<file path="src/arabic_script_run_classifier_defines.svh">
// Assertion macros for the Arabic script run classifier.
// Used by the top level; needs nothing else.
`ifndef ARABIC_SCRIPT_RUN_CLASSIFIER_DEFINES_SVH
`define ARABIC_SCRIPT_RUN_CLASSIFIER_DEFINES_SVH

`ifndef NO_ASSERTIONS
// Property checked at every clock edge outside reset.
`define ARSRC_ASSERT(lbl, clk, rst_n, prop, msg) \
  lbl: assert property (@(posedge clk) disable iff (!rst_n) prop) else $error(msg);
// Antecedent in one cycle implies consequent in the next.
`define ARSRC_ASSERT_NEXT(lbl, clk, rst_n, ante, cons, msg) \
  lbl: assert property (@(posedge clk) disable iff (!rst_n) (ante) |=> (cons)) else $error(msg);
`else
`define ARSRC_ASSERT(lbl, clk, rst_n, prop, msg)
`define ARSRC_ASSERT_NEXT(lbl, clk, rst_n, ante, cons, msg)
`endif

`endif

</file>
<file path="src/arsrc_pkg.sv">
// Shared types, constants and code point range checks for the Arabic script
// run classifier. No dependencies.
package arsrc_pkg;

  localparam int unsigned CP_W = 21;
  typedef logic [CP_W-1:0] cp_t;

  // One decoded entry per accepted byte; cp is zero when the byte closes no sequence.
  typedef struct packed {
    cp_t  cp;
    logic last;
  } cp_item_t;

  localparam int unsigned Q_AW    = 2;
  localparam int unsigned Q_DEPTH = 1 << Q_AW;
  typedef logic [Q_AW:0]   q_cnt_t;
  typedef logic [Q_AW-1:0] q_ptr_t;
  localparam q_cnt_t Q_CNT_FULL = q_cnt_t'(Q_DEPTH);

  // Open sequence length, none when no sequence is open.
  localparam logic [2:0] SEQ_NONE = 3'd0;
  localparam logic [2:0] SEQ_LEN2 = 3'd2;
  localparam logic [2:0] SEQ_LEN3 = 3'd3;
  localparam logic [2:0] SEQ_LEN4 = 3'd4;

  localparam cp_t ARB_LO   = cp_t'(21'h00600);
  localparam cp_t ARB_HI   = cp_t'(21'h006FF);
  localparam cp_t SUP_LO   = cp_t'(21'h00750);
  localparam cp_t SUP_HI   = cp_t'(21'h0077F);
  localparam cp_t EXTB_LO  = cp_t'(21'h00870);
  localparam cp_t EXTB_HI  = cp_t'(21'h008FF);
  localparam cp_t PFA_LO   = cp_t'(21'h0FB50);
  localparam cp_t PFA_HI   = cp_t'(21'h0FDFF);
  localparam cp_t PFB_LO   = cp_t'(21'h0FE70);
  localparam cp_t PFB_HI   = cp_t'(21'h0FEFF);
  localparam cp_t DIG_LO   = cp_t'(21'h00660);
  localparam cp_t DIG_HI   = cp_t'(21'h00669);
  localparam cp_t SEP_LO   = cp_t'(21'h0066B);
  localparam cp_t SEP_HI   = cp_t'(21'h0066C);
  localparam cp_t EDIG_LO  = cp_t'(21'h006F0);
  localparam cp_t EDIG_HI  = cp_t'(21'h006F9);

  typedef struct packed {
    logic pop;
    logic pop_last;
  } back_stat_t;

  function automatic logic is_arabic_block(input cp_t cp);
    return (cp >= ARB_LO  && cp <= ARB_HI)  || (cp >= SUP_LO && cp <= SUP_HI) ||
           (cp >= EXTB_LO && cp <= EXTB_HI) || (cp >= PFA_LO && cp <= PFA_HI) ||
           (cp >= PFB_LO  && cp <= PFB_HI);
  endfunction

  function automatic logic is_arabic_digit(input cp_t cp);
    return (cp >= DIG_LO && cp <= DIG_HI) || (cp >= SEP_LO && cp <= SEP_HI) ||
           (cp >= EDIG_LO && cp <= EDIG_HI);
  endfunction

endpackage

</file>
<file path="src/arsrc_front.sv">
// Front end: accepts text bytes and decodes lenient UTF-8 into code points.
// Depends on arsrc_pkg.
module arsrc_front (
  input  logic                 clk,
  input  logic                 rst_n,
  input  logic                 in_valid,
  output logic                 in_stall,
  input  logic [7:0]           in_text_byte,
  input  logic                 in_run_end,
  input  logic                 q_full,
  output logic                 push,
  output arsrc_pkg::cp_item_t  push_item,
  output logic                 seq_open
);

  logic [2:0] seq_len_r, seq_len_nxt;
  logic [1:0] cnt_r, cnt_nxt;
  logic [7:0] pend0_r, pend0_nxt;
  logic [7:0] pend1_r, pend1_nxt;
  logic [7:0] lead_r, lead_nxt;
  logic       fire;
  logic       done;
  logic [2:0] new_len;
  arsrc_pkg::cp_t cp;

  function automatic logic [2:0] lead_len(input logic [7:0] b);
    if (b[7:5] == 3'b110) return arsrc_pkg::SEQ_LEN2;
    if (b[7:4] == 4'b1110) return arsrc_pkg::SEQ_LEN3;
    if (b[7:3] == 5'b11110) return arsrc_pkg::SEQ_LEN4;
    return arsrc_pkg::SEQ_NONE;
  endfunction

  assign fire     = in_valid & ~q_full;
  assign in_stall = q_full;
  assign new_len  = lead_len(in_text_byte);
  assign seq_open = (seq_len_r != arsrc_pkg::SEQ_NONE);

  always_comb begin
    seq_len_nxt = seq_len_r;
    cnt_nxt     = cnt_r;
    pend0_nxt   = pend0_r;
    pend1_nxt   = pend1_r;
    lead_nxt    = lead_r;
    cp          = '0;
    done        = 1'b0;
    if (seq_open) begin
      unique case (seq_len_r)
        arsrc_pkg::SEQ_LEN2: done = 1'b1;
        arsrc_pkg::SEQ_LEN3: done = (cnt_r == 2'd1);
        arsrc_pkg::SEQ_LEN4: done = (cnt_r == 2'd2);
        default:             done = 1'b1;
      endcase
      if (done) begin
        unique case (seq_len_r)
          arsrc_pkg::SEQ_LEN2: cp = {10'b0, lead_r[4:0], in_text_byte[5:0]};
          arsrc_pkg::SEQ_LEN3: cp = {5'b0, lead_r[3:0], pend0_r[5:0], in_text_byte[5:0]};
          arsrc_pkg::SEQ_LEN4:
            cp = {lead_r[2:0], pend0_r[5:0], pend1_r[5:0], in_text_byte[5:0]};
          default:             cp = '0;
        endcase
        seq_len_nxt = arsrc_pkg::SEQ_NONE;
        cnt_nxt     = 2'd0;
      end else if (in_run_end) begin
        // Truncated run: lead counts as zero, rescan followers; only a two-byte
        // lead in the first follower slot can still decode.
        if (seq_len_r == arsrc_pkg::SEQ_LEN4 && cnt_r == 2'd1 && pend0_r[7:5] == 3'b110) begin
          cp = {10'b0, pend0_r[4:0], in_text_byte[5:0]};
        end
        seq_len_nxt = arsrc_pkg::SEQ_NONE;
        cnt_nxt     = 2'd0;
      end else begin
        if (cnt_r == 2'd0) begin
          pend0_nxt = in_text_byte;
        end else begin
          pend1_nxt = in_text_byte;
        end
        cnt_nxt = cnt_r + 2'd1;
      end
    end else if (new_len != arsrc_pkg::SEQ_NONE && !in_run_end) begin
      lead_nxt    = in_text_byte;
      seq_len_nxt = new_len;
      cnt_nxt     = 2'd0;
    end
  end

  assign push           = fire;
  assign push_item.cp   = cp;
  assign push_item.last = in_run_end;

  always_ff @(posedge clk) begin
    if (!rst_n) begin
      seq_len_r <= arsrc_pkg::SEQ_NONE;
      cnt_r     <= 2'd0;
    end else if (fire) begin
      seq_len_r <= seq_len_nxt;
      cnt_r     <= cnt_nxt;
    end
  end

  always_ff @(posedge clk) begin
    if (fire) begin
      pend0_r <= pend0_nxt;
      pend1_r <= pend1_nxt;
      lead_r  <= lead_nxt;
    end
  end

endmodule

</file>
<file path="src/arsrc_queue.sv">
// Short register queue of decoded entries between front and back ends.
// Depends on arsrc_pkg.
module arsrc_queue (
  input  logic                 clk,
  input  logic                 rst_n,
  input  logic                 push,
  input  arsrc_pkg::cp_item_t  push_item,
  input  logic                 pop,
  output arsrc_pkg::cp_item_t  head_item,
  output logic                 empty,
  output logic                 full,
  output arsrc_pkg::q_cnt_t    count
);

  arsrc_pkg::cp_item_t slots [arsrc_pkg::Q_DEPTH];
  arsrc_pkg::q_ptr_t   wr_ptr_r, rd_ptr_r;
  arsrc_pkg::q_cnt_t   cnt_r;

  assign empty     = (cnt_r == '0);
  assign full      = (cnt_r == arsrc_pkg::Q_CNT_FULL);
  assign count     = cnt_r;
  assign head_item = slots[rd_ptr_r];

  always_ff @(posedge clk) begin
    if (push) begin
      slots[wr_ptr_r] <= push_item;
    end
  end

  always_ff @(posedge clk) begin
    if (!rst_n) begin
      wr_ptr_r <= '0;
      rd_ptr_r <= '0;
      cnt_r    <= '0;
    end else begin
      if (push) begin
        wr_ptr_r <= wr_ptr_r + arsrc_pkg::q_ptr_t'(1);
      end
      if (pop) begin
        rd_ptr_r <= rd_ptr_r + arsrc_pkg::q_ptr_t'(1);
      end
      case ({push, pop})
        2'b10:   cnt_r <= cnt_r + arsrc_pkg::q_cnt_t'(1);
        2'b01:   cnt_r <= cnt_r - arsrc_pkg::q_cnt_t'(1);
        default: cnt_r <= cnt_r;
      endcase
    end
  end

endmodule

</file>
<file path="src/arsrc_back.sv">
// Back end: classifies decoded code points, accumulates run flags and holds
// the result register. Depends on arsrc_pkg.
module arsrc_back (
  input  logic                  clk,
  input  logic                  rst_n,
  input  logic                  q_empty,
  input  arsrc_pkg::cp_item_t   head_item,
  output logic                  pop,
  output logic                  out_valid,
  input  logic                  out_stall,
  output logic                  out_has_arabic_script,
  output logic                  out_has_arabic_letter,
  output arsrc_pkg::back_stat_t stat
);

  logic out_valid_r;
  logic script_r, letter_r;
  logic script_out_r, letter_out_r;
  logic out_free;
  logic is_ar, is_letter;
  logic script_nxt, letter_nxt;
  logic pop_last;

  assign out_free   = ~out_valid_r | ~out_stall;
  // Non-final entries drain freely; a final one waits for the result register.
  assign pop        = ~q_empty & (~head_item.last | out_free);
  assign pop_last   = pop & head_item.last;
  assign is_ar      = arsrc_pkg::is_arabic_block(head_item.cp);
  assign is_letter  = is_ar & ~arsrc_pkg::is_arabic_digit(head_item.cp);
  assign script_nxt = script_r | is_ar;
  assign letter_nxt = letter_r | is_letter;

  assign stat.pop      = pop;
  assign stat.pop_last = pop_last;

  always_ff @(posedge clk) begin
    if (!rst_n) begin
      out_valid_r <= 1'b0;
      script_r    <= 1'b0;
      letter_r    <= 1'b0;
    end else begin
      if (pop_last) begin
        out_valid_r <= 1'b1;
      end else if (!out_stall) begin
        out_valid_r <= 1'b0;
      end
      if (pop) begin
        // clear the run flags once the final entry hands them over
        script_r <= script_nxt & ~head_item.last;
        letter_r <= letter_nxt & ~head_item.last;
      end
    end
  end

  always_ff @(posedge clk) begin
    if (pop_last) begin
      script_out_r <= script_nxt;
      letter_out_r <= letter_nxt;
    end
  end

  assign out_valid             = out_valid_r;
  assign out_has_arabic_script = script_out_r;
  assign out_has_arabic_letter = letter_out_r;

endmodule

</file>
<file path="src/arabic_script_run_classifier.sv">
// Arabic script run classifier: lenient UTF-8 decode of a byte run, one byte per
// transaction, one result transaction per run at the run-end byte.
// Throughput: one byte per cycle while the queue is not full, else in_stall is high;
// decode is combinational. The run-end entry passes through the queue into the result
// register; a stalled result register backs up through a 4-entry queue.
// Reset (rst_n low, synchronous) clears decode state, queue, run flags and out_valid.
`include "arabic_script_run_classifier_defines.svh"

module arabic_script_run_classifier (
  input  logic       clk,
  input  logic       rst_n,
  input  logic       in_valid,
  output logic       in_stall,
  input  logic [7:0] in_text_byte,
  input  logic       in_run_end,
  output logic       out_valid,
  input  logic       out_stall,
  output logic       out_has_arabic_script,
  output logic       out_has_arabic_letter
);

  logic                  push, pop;
  logic                  q_empty, q_full;
  logic                  front_seq_open;
  arsrc_pkg::cp_item_t   push_item, head_item;
  arsrc_pkg::q_cnt_t     q_count;
  arsrc_pkg::back_stat_t back_stat;

  arsrc_front u_front (
    .clk          (clk),
    .rst_n        (rst_n),
    .in_valid     (in_valid),
    .in_stall     (in_stall),
    .in_text_byte (in_text_byte),
    .in_run_end   (in_run_end),
    .q_full       (q_full),
    .push         (push),
    .push_item    (push_item),
    .seq_open     (front_seq_open)
  );

  arsrc_queue u_queue (
    .clk       (clk),
    .rst_n     (rst_n),
    .push      (push),
    .push_item (push_item),
    .pop       (pop),
    .head_item (head_item),
    .empty     (q_empty),
    .full      (q_full),
    .count     (q_count)
  );

  arsrc_back u_back (
    .clk                   (clk),
    .rst_n                 (rst_n),
    .q_empty               (q_empty),
    .head_item             (head_item),
    .pop                   (pop),
    .out_valid             (out_valid),
    .out_stall             (out_stall),
    .out_has_arabic_script (out_has_arabic_script),
    .out_has_arabic_letter (out_has_arabic_letter),
    .stat                  (back_stat)
  );

  `ARSRC_ASSERT_NEXT(a_run_end_closes_seq, clk, rst_n, in_valid && !in_stall && in_run_end, !front_seq_open, "sequence still open after run end")
  `ARSRC_ASSERT(a_queue_bound, clk, rst_n, q_count <= arsrc_pkg::Q_CNT_FULL, "queue count overflow")
  `ARSRC_ASSERT(a_out_from_last, clk, rst_n, $rose(out_valid) |-> $past(back_stat.pop_last), "result without final entry")
  `ARSRC_ASSERT(a_no_pop_empty, clk, rst_n, back_stat.pop |-> (q_count != '0), "pop from empty queue")

endmodule
</file>
<file path="config.mk">
export PLATFORM = sky130hd
export DESIGN_NAME = arabic_script_run_classifier
export DESIGN_NICKNAME = d
export VERILOG_FILES = /design/src/arsrc_pkg.sv /design/src/arsrc_front.sv /design/src/arsrc_queue.sv /design/src/arsrc_back.sv /design/src/arabic_script_run_classifier.sv
export VERILOG_INCLUDE_DIRS = /design/src /design/src/src
export SDC_FILE = /design/constraint.sdc
export NUM_CORES = 1
export LEC_CHECK = 0
export ABC_AREA = 1
export BUFFER_PORTS_ARGS = -buffer_cell sky130_fd_sc_hd__buf_4
export CAP_MARGIN = 25
export CORE_ASPECT_RATIO = 2
export CORE_MARGIN = 1
export CORE_UTILIZATION = 60
export DETAILED_ROUTE_END_ITERATION = 8
export PLACE_DENSITY = 0.77
export SYNTH_ARGS = -nofsm -noshare
export SYNTH_HDL_FRONTEND = slang
export SYNTH_SLANG_ARGS = --single-unit
</file>
<file path="constraint.sdc">
create_clock -name clk -period 2.51 [get_ports clk]
set_input_delay 0.502 -clock clk [delete_from_list [all_inputs] [get_ports clk]]
set_output_delay 0.502 -clock clk [all_outputs]
set_load 0.005 [all_outputs]
</file>
Word level (Yosys, flattened, before mapping)
Memory sizes are Yosys's and may differ from the RTL's. A register that Yosys moved wholly into a read port is not among the register bits.
Index checks and enable logic that the tools add are counted.

storage, ports and cells
  flip-flop bits (word level) = 36
  RAM bits = 88
  input bits = 13
  output and inout bits = 4
  logic and storage cells = 132
  memories = 1

memory list
  memory         words  bits a word  read ports  clocked after memory_dff  wr ports  RTL line           source
  u_queue.slots  4      22           1           1                         1         arsrc_queue.sv:15  arsrc_pkg::cp_item_t slots [arsrc_pkg::Q_DEPTH];

operators by class
  $add $sub $neg = 5
  order comparisons = 16
  equal/unequal tests = 14
  multiplexer cells = 34
  bitwise logic cells = 20
  reductions and logical operators = 29

operator list
  cell                                                                      number
  21-bit by 11-bit >= comparator with 1-bit output (second input constant)  5
  21-bit by 11-bit <= comparator with 1-bit output (second input constant)  5
  21-bit two-way mux                                                        3
  21-bit one-hot mux with 3 select lines                                    1
  21-bit by 16-bit >= comparator with 1-bit output (second input constant)  2
  21-bit by 16-bit <= comparator with 1-bit output (second input constant)  2
  3-bit two-way mux                                                         10
  21-bit by 12-bit >= comparator with 1-bit output (second input constant)  1
  21-bit by 12-bit <= comparator with 1-bit output (second input constant)  1
  3-bit equality test (second input constant)                               4
  2-bit two-way mux                                                         6
  1-bit logical AND                                                         11
  1-bit two-way mux                                                         11
  11-bit two-way mux                                                        1
  1-bit NOT                                                                 10
  5-bit AND reduction                                                       2
  2-bit by 1-bit adder with 2-bit output (second input constant)            3
  1-bit bitwise AND                                                         6
  3-bit by 2-bit equality test with 1-bit output (second input constant)    2
  1-bit logical OR                                                          6
  3-bit one-hot mux with 2 select lines                                     1
  3-bit AND reduction                                                       2
  3-bit nonzero test                                                        2
  5-bit equality test (second input constant)                               1
  14 further kinds                                                          20

Depth between registers and ports, before layout
  depth in word-level cells = 12
  mapped depth = 17
  gate-level depth less buffers = 16

Hierarchy
Synthesis repeated with hierarchy kept, for this count alone.

second synthesis, totals
  cells, all modules = 608
  area, all modules = 6038.3 µm²

by module, submodules not included
  module       instances  cells an instance  area an instance (µm²)  seq. area each (µm²)
  arsrc_queue  1          270                3734.8                  2822.7
  arsrc_front  1          176                1441.4                  670.6
  arsrc_back   1          162                862.1                   120.1

Worst setup path after synthesis
Ideal clock, no wire load.

  path kind = in2reg
  start = input in_valid
  end = memory u_queue.slots[0][0] in the netlist's numbering, enable pin
  setup time = 0.401 ns
  data arrival time = 1.883 ns
  data required time = 2.109 ns
  setup slack = 0.227 ns
  cell stages on the path = 4
  buffers on the path = 0
  cells stage by stage = inv_1 > nor2_1 > clkinv_1 > nor2_1

on the way
  word-level cells in the longest chain between the ends = 3

ends and longest elaborated chain
  item                                     RTL line                            source
  from (decl)                              arabic_script_run_classifier.sv:12  input logic in_valid,
  1-bit bitwise AND                        arsrc_front.sv:33                   assign fire = in_valid & ~q_full;
  1-bit two-way mux                        arsrc_queue.sv:25                   if (push) begin
  1-bit two-way mux (implied by the code)  arsrc_queue.sv:26                   slots[wr_ptr_r] <= push_item;
  to (decl)                                arsrc_queue.sv:15

Every way passes these cells.

==> results.json <==
{
  "grt_usage_pct": 26.6,
  "drive_above_1_share_pct": 13.9,
  "cp-end-kind": "flip-flop",
  "fmax_mhz": 424,
  "setup_viol": 0,
  "cts_root_buffer": "clkbuf_16",
  "path_class": "reg2reg",
  "drc": 0,
  "coreArea_um2": 9760,
  "synth_warnings": 0,
  "hold_violations": 0,
  "die_w_um": 73.2,
  "cts_hold_buffers": 0,
  "power_frac_clock_pct": 26.8,
  "cts_tree": "built",
  "fin_setup_tns_ns": 0,
  "peakVddDrop_mv": 0.787,
  "netSwitchingPower_mw": 3.10,
  "placed_cells": 790,
  "start_util_pct": 62.3,
  "power_frac_comb_pct": 37.1,
  "routed_via_density": 5.47,
  "syn_inst": 645,
  "yosys-top-cells-area": "edfxtp_1, nand2_1, dfxtp_1",
  "fin_crit_sh_pct": 93.9,
  "slew_headroom_pct": 71.6,
  "clock_latency_ns": 0.41,
  "drt_iter0_drc": 233,
  "met1_length_mm": 4.45,
  "worstMarginPinSlew_ns": 0.422,
  "hold_ws_ns": 0.291,
  "rows": 51,
  "numPortBuffers": 16,
  "vias": 4493,
  "cap_violations": 0,
  "synth-seq-cells": 126,
  "wl_mm": 12.8,
  "grt_pass1_wl_mm": 20.2,
  "die_area_um2": 10600,
  "syn-mean-instance-area_um2": 9.43,
  "synth_fp_nets": 667,
  "n_antenna_cell": 0,
  "mostFrequentLayoutCell": "nand2_1",
  "cp_data_required_time_ns": 2.80,
  "cp-start-kind": "flip-flop",
  "clockBufferDepth": 2,
  "first_pass_iters": 5,
  "power_leakage_nw": 2.87,
  "sw_frac_of_total_pct": 38.1,
  "crit_arrival_ns": 2.65,
  "syn_area_um2": 6080,
  "route.met2.wl_mm": 7.39,
  "synth_top_area_share_pct": 53.8,
  "fin_cells": 822,
  "holdCritPathClass": "in2reg",
  "hpwl_mm": 9.04,
  "powerDensity_nw_per_um2": 1170,
  "fp.dieH_um": 144,
  "h-tree-depth": 4,
  "top_layer_used": "met4",
  "fin_worst_skew_ns": 0.00903,
  "final_cell_mix": "nand2_1, edfxtp_1, inv_1",
  "place.gp.congestion": 0.996,
  "numCtsBuffers": 17,
  "grt_overflow": 0,
  "synth_cell_type_count": 37,
  "synth-async-reset-ratio_pct": 0,
  "p_int_mw": 5.03,
  "clk_pin_slew_worst_paths_ns": 0.05,
  "synth_edf_count": 109,
  "grt_pass1_vias": 4290,
  "yosysSeqAreaShare_pct": 59.4,
  "period_needed_ns": 2.36,
  "synthFlopType": "edfxtp_1",
  "clock-sinks": 126,
  "seqPwrFrac_pct": 36.1,
  "top_level_ports": 17,
  "slew_violations": 0,
  "critPathMaxFanout": 39,
  "wl_met3_um": 486,
  "status": "complete, no violations",
  "layout.nets": 700,
  "area_growth_pct": 13.9,
  "wl_per_cell_um": 15.6,
  "antenna_found_initial": 0,
  "finalPower_mw": 8.13,
  "grt_start_max_net_pins": 48,
  "ant_nets": 0,
  "yosys.area.top_type": "edfxtp_1"
}
-- cell usage after synthesis (4+ instances only) --
library cell,n
a21oi_1,25
buf_4,5
dfxtp_1,17
edfxtp_1,109
ha_1,8
inv_1,82
inv_2,8
nand2_1,162
nand2_2,13
nand3_1,66
nand3_2,5
nor2_1,62
nor2_4,5
nor3_1,4
o21ai_0,24
o21ai_1,4
o22ai_1,6
o31ai_1,5
-- critical path: stages, from the launching register on --
cell	delay, ns
dfxtp_1	0.39
inv_2	0.06
buf_12	0.17
o21ai_0	0.17
o22ai_1	0.12
nand3_1	0.10
o31ai_1	0.08
inv_2	0.09
ha_1	0.14
inv_1	0.06
fa_1	0.39
a21oi_1	0.14
o21ai_0	0.11
o21ai_0	0.15
a21oi_1	0.06
-- metrics by stage --
stage	util, %	instance area, µm²	worst slack, ns
2_1_floorplan	-	6080	0.227
3_3_place_gp	65.4	6390	0.171
3_5_place_dp	65.4	6390	0.0496
4_1_cts	70.9	6920	0.0816
5_1_grt	71.0	6930	-0.0116
6_report	71.0	6930	0.152
-- logic make-up (layout without fill, tap and decap cells) --
family	count (synthesis)	after routing	synth area share (%)
compound gates	76	76	7.26
fa+ha+maj	9	9	1.97
buf+inv	109	154	7.84
flops	126	126	59.4
simple gates	325	325	23.5
-- routing by layer --
layer | global-route usage, % | vias to the layer above
met5 | 0 | -
met4 | 16.3 | 0
met3 | 4.25 | 39
met2 | 49.2 | 136
met1 | 26.9 | 2107
li1 | - | 2211
-- power by group through the flow --
stage / logic [mW] / registers [mW] / clock network (mW)
2_1_floorplan: 2.22 / 2.94 / 0
3_3_place_gp: 2.88 / 2.96 / 0
3_5_place_dp: 2.95 / 2.97 / 0
4_1_cts: 2.98 / 2.93 / 2.20
5_1_grt: 3.36 / 2.96 / 2.29
6_report: 3.01 / 2.94 / 2.18
-- path summary, 6_finish.rpt --
check / startpoint / endpoint / slack, ns / depth (start not counted)
setup / recovery: flip-flop / u_queue.count[2] / 0.15 / 14
setup reg to reg: flip-flop / u_queue.count[2] / 0.15 / 14
hold reg to reg: u_queue.rd_ptr_r[1] / flip-flop / 0.47 / 2
hold / removal: in_text_byte[6] / u_front.pend0_r[6] / 0.29 / 1
-- timing repair --
action / CTS / global route
resized for setup: 0 / 3
setup endpoints to repair: 0 / 4
setup buffers: 0 / 1
-- registers in the layout, indices dropped and copies added (netlist names), named ones only --
register and count:
u_back.out_has_arabic_letter 1, u_queue.slots 88, u_front.seq_len_r 3, u_back.script_r 1, u_queue.count 3, u_front.cnt_r 2, u_queue.wr_ptr_r 2, u_back.letter_r 1
u_front.lead_r 5, u_back.out_valid 1, u_front.pend0_r 8, u_front.pend1_r 6, u_queue.rd_ptr_r 2, u_back.out_has_arabic_script 1
-- layout make-up --
cell class / instances / area [µm²]
multi-input cells: 410 / 2010
fillers: 712 / 2830
repair buffers: 30 / 263
inverters: 93 / 352
flip-flops and latches: 126 / 3610
clock inverters: 12 / 98.8
clock buffers: 19 / 433
well taps: 132 / 165
Power figures use the tool's default switching activity.
